## src/rtl/lcs_pkg.sv

```systemverilog
// shared types, constants and arithmetic helpers of the lstm cell sequence block
`timescale 1ns / 1ps

package lcs_pkg;

  // sizes and fixed point format
  localparam int DEF_MAX_INPUT  = 64;
  localparam int DEF_MAX_HIDDEN = 64;
  localparam int DW             = 16;
  localparam int FRAC_BITS      = 12;
  localparam int ACC_W          = 48;
  localparam int FIFO_DEPTH     = 4;

  typedef logic signed [DW-1:0] data_t;

  // action codes of an input beat
  localparam logic [2:0] ACTION_LOAD_W = 3'd0;
  localparam logic [2:0] ACTION_LOAD_U = 3'd1;
  localparam logic [2:0] ACTION_LOAD_B = 3'd2;
  localparam logic [2:0] ACTION_CLEAR  = 3'd3;
  localparam logic [2:0] ACTION_ELEM   = 3'd4;

  // gate codes
  localparam logic [1:0] GATE_IN     = 2'd0;
  localparam logic [1:0] GATE_FORGET = 2'd1;
  localparam logic [1:0] GATE_CAND   = 2'd2;
  localparam logic [1:0] GATE_OUT    = 2'd3;

  // activation codes
  localparam logic [2:0] FN_SIGMOID = 3'd0;
  localparam logic [2:0] FN_HARD    = 3'd1;
  localparam logic [2:0] FN_TANH    = 3'd2;
  localparam logic [2:0] FN_LINEAR  = 3'd3;
  localparam logic [2:0] FN_RELU    = 3'd4;

  // configuration register indexes
  localparam logic [2:0] CFG_INPUT_SIZE  = 3'd0;
  localparam logic [2:0] CFG_HIDDEN_SIZE = 3'd1;
  localparam logic [2:0] CFG_GATE_ACT    = 3'd2;
  localparam logic [2:0] CFG_CELL_ACT    = 3'd3;
  localparam logic [2:0] CFG_RET_SEQ     = 3'd4;

  typedef enum logic [2:0] {
    CMD_LOAD_W,
    CMD_LOAD_U,
    CMD_LOAD_B,
    CMD_CLEAR,
    CMD_ELEM
  } cmd_kind_e;

  typedef struct packed {
    cmd_kind_e  kind;
    logic [1:0] gate;
    logic [5:0] row;
    logic [5:0] col;
    data_t      value;
    logic       store_ok;
    logic       last;
    logic       fin;
  } cmd_t;

  typedef struct packed {
    logic [6:0] input_size;
    logic [6:0] hidden_size;
    logic [2:0] gate_act;
    logic [2:0] cell_act;
    logic       ret_seq;
  } cfg_t;

  // tanh at steps of 0.25 from 0 to 4
  function automatic logic [12:0] tanh_lut(logic [4:0] idx);
    logic [12:0] v;
    case (idx)
      5'd0:    v = 13'd0;
      5'd1:    v = 13'd1003;
      5'd2:    v = 13'd1893;
      5'd3:    v = 13'd2602;
      5'd4:    v = 13'd3119;
      5'd5:    v = 13'd3475;
      5'd6:    v = 13'd3707;
      5'd7:    v = 13'd3856;
      5'd8:    v = 13'd3949;
      5'd9:    v = 13'd4006;
      5'd10:   v = 13'd4041;
      5'd11:   v = 13'd4062;
      5'd12:   v = 13'd4076;
      5'd13:   v = 13'd4084;
      5'd14:   v = 13'd4089;
      5'd15:   v = 13'd4091;
      default: v = 13'd4093;
    endcase
    return v;
  endfunction

  // saturate a wide signed value to a data word
  function automatic data_t sat_data(logic signed [ACC_W-1:0] v);
    data_t r;
    if (v > 48'sd32767) begin
      r = 16'sh7fff;
    end else if (v < -48'sd32768) begin
      r = 16'sh8000;
    end else begin
      r = v[DW-1:0];
    end
    return r;
  endfunction

  // interpolated tanh of a magnitude
  function automatic logic [12:0] tanh_mag(logic [16:0] a);
    logic [5:0]  idx;
    logic [12:0] t0;
    logic [12:0] t1;
    logic [22:0] prod;
    logic [12:0] r;
    idx  = 6'(a >> 10);
    t0   = tanh_lut(idx[4:0]);
    t1   = tanh_lut(idx[4:0] + 5'd1);
    prod = {10'b0, 13'(t1 - t0)} * {13'b0, a[9:0]};
    if (idx >= 6'd16) begin
      r = 13'd4093;
    end else begin
      r = t0 + 13'(prod >> 10);
    end
    return r;
  endfunction

  // activation by code, unknown codes pass through
  function automatic data_t activate(logic [2:0] sel, data_t x);
    logic [16:0]        a;
    logic [12:0]        t;
    logic [35:0]        qm;
    logic signed [17:0] q;
    data_t              r;
    a  = x[DW-1] ? 17'(~{1'b1, x} + 17'd1) : {1'b0, x};
    t  = 13'd0;
    qm = 36'd0;
    q  = 18'sd0;
    case (sel)
      FN_SIGMOID: begin
        t = tanh_mag(a >> 1) >> 1;
        r = x[DW-1] ? data_t'(16'd2048 - {3'b0, t}) : data_t'(16'd2048 + {3'b0, t});
      end
      FN_HARD: begin
        // floor(x/5) by reciprocal, exact for 17 bit magnitudes
        if (!x[DW-1]) begin
          qm = 36'(a) * 36'd52429;
          q  = signed'(18'(qm >> 18));
        end else begin
          qm = 36'(a + 17'd4) * 36'd52429;
          q  = -signed'(18'(qm >> 18));
        end
        q = q + 18'sd2048;
        if (q < 18'sd0) begin
          q = 18'sd0;
        end else if (q > 18'sd4096) begin
          q = 18'sd4096;
        end
        r = data_t'(q[DW-1:0]);
      end
      FN_TANH: begin
        t = tanh_mag(a);
        r = x[DW-1] ? data_t'(-signed'({3'b0, t})) : data_t'({3'b0, t});
      end
      FN_RELU: begin
        r = x[DW-1] ? 16'sd0 : x;
      end
      default: begin
        r = x;
      end
    endcase
    return r;
  endfunction

endpackage

```

## src/rtl/lcs_fifo.sv

```systemverilog
// short command queue between front and back end
`timescale 1ns / 1ps

module lcs_fifo (
  input  logic          clk_i,
  input  logic          rst_ni,
  input  logic          push_i,
  input  lcs_pkg::cmd_t push_data_i,
  output logic          full_o,
  input  logic          pop_i,
  output logic          valid_o,
  output lcs_pkg::cmd_t head_o
);

  localparam int PW = $clog2(lcs_pkg::FIFO_DEPTH);
  localparam int CW = $clog2(lcs_pkg::FIFO_DEPTH + 1);

  lcs_pkg::cmd_t   mem_q [lcs_pkg::FIFO_DEPTH];
  logic [PW-1:0]   wr_q, wr_d;
  logic [PW-1:0]   rd_q, rd_d;
  logic [CW-1:0]   cnt_q, cnt_d;
  logic            do_push;
  logic            do_pop;

  assign full_o  = cnt_q == CW'(lcs_pkg::FIFO_DEPTH);
  assign valid_o = cnt_q != '0;
  assign head_o  = mem_q[rd_q];
  assign do_push = push_i && !full_o;
  assign do_pop  = pop_i && valid_o;

  // pointers and fill count
  always_comb begin
    wr_d  = do_push ? wr_q + PW'(1) : wr_q;
    rd_d  = do_pop ? rd_q + PW'(1) : rd_q;
    cnt_d = cnt_q;
    if (do_push && !do_pop) begin
      cnt_d = cnt_q + CW'(1);
    end else if (do_pop && !do_push) begin
      cnt_d = cnt_q - CW'(1);
    end
  end

  always_ff @(posedge clk_i or negedge rst_ni) begin
    if (!rst_ni) begin
      wr_q  <= '0;
      rd_q  <= '0;
      cnt_q <= '0;
    end else begin
      wr_q  <= wr_d;
      rd_q  <= rd_d;
      cnt_q <= cnt_d;
    end
  end

  // entry storage
  always_ff @(posedge clk_i) begin
    if (do_push) begin
      mem_q[wr_q] <= push_data_i;
    end
  end

endmodule

```

## config.mk

```make
export PLATFORM = sky130hd
export DESIGN_NAME = lcs_fifo
export DESIGN_NICKNAME = d
export VERILOG_FILES = /design/src/rtl/lcs_pkg.sv /design/src/rtl/lcs_fifo.sv
export SDC_FILE = /design/constraint.sdc
export NUM_CORES = 1
export LEC_CHECK = 0
export BUFFER_PORTS_ARGS = -buffer_cell sky130_fd_sc_hd__buf_2
export CORE_UTILIZATION = 46
export CTS_BUF_LIST = sky130_fd_sc_hd__clkbuf_2
export CTS_CLUSTER_SIZE = 28
export DETAILED_ROUTE_END_ITERATION = 16
export PLACE_DENSITY = 0.72
export SYNTH_ARGS = -nofsm -noshare
export SYNTH_HDL_FRONTEND = slang
export SYNTH_SLANG_ARGS = --single-unit
```

## constraint.sdc

```tcl
create_clock -name clk_i -period 3.51 [get_ports clk_i]
set_input_delay 0.5265 -clock clk_i [delete_from_list [all_inputs] [get_ports clk_i]]
set_output_delay 0.5265 -clock clk_i [all_outputs]
set_load 0.05 [all_outputs]
```

Word-level counts from Yosys, hierarchy flattened
Memory sizes are Yosys's and may differ from the RTL's.
Cells that the tools add are included.

storage, ports and cells
  bits in registers = 7
  bits in latches = 0
  RAM bits = 144
  memory bits (read-only) = 0
  input port bits = 40
  output and inout bits = 38
  word-level logic and storage cells = 22
  memories = 1

cells by class
  $add $sub $neg = 4
  multipliers = 0
  div/mod/pow operators = 0
  $lt $le $gt $ge = 0
  equality and inequality tests = 1
  shift-type cells = 0
  multiplexer cells = 4
  bitwise logic cells = 0
  reduce and logical (&&, ||, !) cells = 9

memory list
  name   words  width  read ports  clocked after memory_dff  write ports  line            text
  mem_q  4      36     1           0                         1            lcs_fifo.sv:18  lcs_pkg::cmd_t mem_q [lcs_pkg::FIFO_DEPTH];

operators with widths
  kind                                                                number
  3-bit 2-to-1 mux                                                    2
  2-bit by 1-bit adder with 2-bit output, second input constant       2
  1-bit logical AND                                                   4
  3-bit by 1-bit adder with 3-bit output, second input constant       1
  3-bit == test, second input constant                                1
  1-bit zero test                                                     3
  3-bit nonzero test                                                  1
  3-bit by 1-bit subtractor with 3-bit output, second input constant  1
  1-bit 2-to-1 mux                                                    2
  2-bit nonzero test                                                  1

Longest topological paths before layout
  depth in word-level cells = 7
  depth in mapped cells = 9
  gate-level depth less buffers = 8

Worst setup path before layout
OpenSTA, ideal clock, no wires.

  path kind = register -> register
  start = register cnt_q[0]
  end = register cnt_q[1]
  data arrival time = 2.342 ns
  required time = 3.385 ns
  slack = 1.043 ns
  stages on the path, launching flop included = 8
  path buffers = 1
  period minus slack after synthesis = 2.467 ns
  cells stage by stage = dfrtp_1 > nor3b_2 > nor2b_1 > buf_6 > ha_1 > inv_1 > fa_1 > mux2_2

between the ends
  elaborated cells between the ends (all ways) = 14

RTL lines
  element                   line            text
  start: declaration        lcs_fifo.sv:21  logic [CW-1:0] cnt_q, cnt_d;
  start signal: assignment  lcs_fifo.sv:51  cnt_q <= cnt_d;
  3-bit == test             lcs_fifo.sv:25  assign full_o = cnt_q == CW'(lcs_pkg::FIFO_DEPTH);
  via full_o                lcs_fifo.sv:9   output logic full_o,
  1-bit zero test           lcs_fifo.sv:28  assign do_push = push_i && !full_o;
  1-bit logical AND         lcs_fifo.sv:28
  via do_push               lcs_fifo.sv:22  logic do_push;
  1-bit logical AND         lcs_fifo.sv:36  if (do_push && !do_pop) begin
  3-bit 2-to-1 mux          lcs_fifo.sv:36
  via cnt_d[1]              lcs_fifo.sv:21

The timed path passes the listed nets, and every way through them passes these cells. The select of a mux whose other input is x is not followed.
A chain may end at the register's enable or synchronous reset.

==> metrics.yaml <==
logic_synthesis:
  ys_seq_area_share_pct: 79.9
  syn_avg_cell_area_um2: 25.3
  yosys.area_share.xor_xnor_pct: 0.933
  synthSimpleGateAreaFrac_pct: 1.11
  yosys_warnings: 0
  synth.mux.area_fraction_pct: 14.8
  synthCells: 223
  ys_types: 20
  synth_fa_ha_area_share_pct: 1.47
  syn_nets: 269
  synth-seq-cells: 151
  synth_compound_area_share_pct: 0
  synth_top_family_by_area: "multiplexers"
  synth_area_um2: 5630
timing:
  period_needed_ns: 3.04
  rsz0062_at_grt: "no"
  slew_headroom_pct: 35.1
  worst_pin_slew_ns: 0.974
  tns_ns: 0
  fmax_mhz: 329
  fin_ws_ns: 0.473
  finalHoldViolCount: 0
  finalCritPeriodShare_pct: 86.5
  setup_viol: 0
  maxSlewViolCount: 0
  fin_skew_ns: 0.0274
worst_setup_path:
  required_ns: 2.98
  arrival_ns: 2.51
  cp_max_fo: 18
  worstSetupStartpointType: "flip-flop"
  endpoint_kind: "output port"
  crit_type: "reg2out"
run_status:
  status: "completed"
global_route:
  grt_pass1_wl_mm: 14.7
  first_global_vias: 2756
  grtUsageTotal_pct: 16.5
  antenna_found_initial: 0
  grt_start_max_net_pins: 38
  overflow: 0
floorplan:
  dieArea_um2: 12700
  rows: 40
  die_y_um: 113
  start_util_pct: 47.1
  die_w_um: 113
  core_um2: 12000
  ios: 78
clocking:
  numCtsBuffers: 17
  cts_tree: "yes"
  clk_latency_ns: 0.70
  hold_buffers: 37
  clock-root-buffer: "clkbuf_2"
  clk_pin_slew_ns: 0.18
  post-cts-setup-buffer-count: 0
  cts.sinks: 151
  clockBufferDepth: 2
  htreeDepth: 4
  cts_resized: 0
placed_design:
  pre_cts_ws_ns: 1.10
  numPortBuffers: 77
  gp_congestion: 0.689
  dp_hpwl_mm: 5.81
drt:
  via_count: 2648
  drc_errors: 0
  wirelength_mm: 9.39
  ant_nets: 0
  firstDrtPassIters: 4
  first_iter_violations: 152
  routedWlPerCell_um: 18.2
  avgViaCountPerCell: 5.14
job:
  cap_violations: 0
power:
  p_per_area_nw_per_um2: 873
  ir_drop_mv: 0.472
  p_leak_nw: 2.38
finish:
  diodes: 0
  drive_gt1_share_pct: 42.7
  fill_cells: 926
  area_growth_pct: 20.0
  fin_util_pct: 56.5
  fin_nets: 401
hold_path:
  hp-class: "in2reg"
-- final cells by class --
type	count	area, um^2	share of cell area, %
sequential	151	4500	66.6
clock inverter	14	116	1.72
clock buffer	18	90.1	1.33
inverter	3	11.3	0.167
timing repair buffer	122	816	12.1
tap	147	184	2.72
multi-input combinational	60	1040	15.3
-- through the flow --
step | std cells | instance area (um^2) | hold WS (ns) | power [mW]
6_report | 515 | 6760 | 0.105 | 5.89
3_5_place_dp | 446 | 6180 | 0.374 | 5.10
4_1_cts | 515 | 6760 | 0.0390 | 5.98
2_1_floorplan | 223 | 5630 | 0.231 | 4.58
5_1_grt | 515 | 6760 | 0.0373 | 6.17
3_3_place_gp | 446 | 6180 | 0.381 | 5.06
-- registers in the layout, indices dropped and copies added, names as in the netlist --
register / flops
cnt_q: 3
mem_q: 144
rd_q: 2
wr_q: 2
-- layout by cell type (no fill, tap or decap), types with 2 or more instances in the layout --
| master | count |
|---|---|
| and2_2 | 4 |
| buf_2 | 77 |
| buf_4 | 8 |
| bufinv_16 | 2 |
| clkbuf_2 | 18 |
| clkinv_1 | 5 |
| clkinv_2 | 6 |
| dfrtp_1 | 5 |
| dfrtp_2 | 2 |
| dlygate4sd3_1 | 37 |
| edfxtp_1 | 144 |
| ha_1 | 5 |
| inv_1 | 3 |
| mux2_2 | 2 |
| mux4_2 | 36 |
| xnor2_1 | 4 |
| xor2_1 | 2 |
-- layer usage --
metal,vias up,track usage [%],routed length [um]
met5,-,0,0
met4,0,7.64,167
met3,18,5.35,465
met2,69,25.9,4530
met1,1360,21.2,4230
li1,1201,-,-
-- report_power, final --
part / switching, mW / total, mW / internal (mW)
registers: 0.224 / 2.61 / 2.38
logic: 1.63 / 2.42 / 0.797
clock network: 0.555 / 0.864 / 0.309
-- synth_stat cells --
cell	number	share of area [%]
dfrtp_1	7	3.1
inv_1	3	0.20
buf_4	1	0.13
fa_1	1	0.36
buf_2	4	0.36
and2_1	4	0.44
buf_6	2	0.40
nand3_1	1	0.089
mux2_2	2	0.40
or3_1	1	0.11
xnor2_1	4	0.62
edfxtp_1	144	77
nor2b_1	1	0.11
xor2_1	2	0.31
buf_12	2	0.71
nor2_1	1	0.067
mux4_2	36	14
nor3b_2	1	0.22
nand2_1	1	0.067
ha_1	5	1.1
-- path summary, 6_finish.rpt --
path / startpoint / endpoint / slack, ns / depth (start not counted)
setup / recovery: rd_q[0] / head_o[33] / 0.47 / 3
hold / removal: pop_i / rd_q[1] / 0.10 / 3
setup reg to reg: cnt_q[2] / mem_q[1][6] / 1.17 / 4
hold reg to reg: cnt_q[2] / cnt_q[2] / 0.50 / 1
max in group asynchronous: rst_ni / rd_q[0] / 3.14 / 2
min in group asynchronous: rst_ni / cnt_q[1] / 0.19 / 2
-- kinds of logic (layout without fill, tap and decap cells) --
logic type,Yosys count,in the layout
flops,151,151
buf+inv,12,157
fa+ha+maj,6,6
xor+xnor,6,6
simple gates,10,10
mux,38,38
-- worst max-delay path: stages, from the launching register on --
cell and delay [ns]:
dfrtp_2 0.61, buf_4 0.42, mux4_2 0.57, buf_2 0.23
Power figures use the tool's default switching activity.
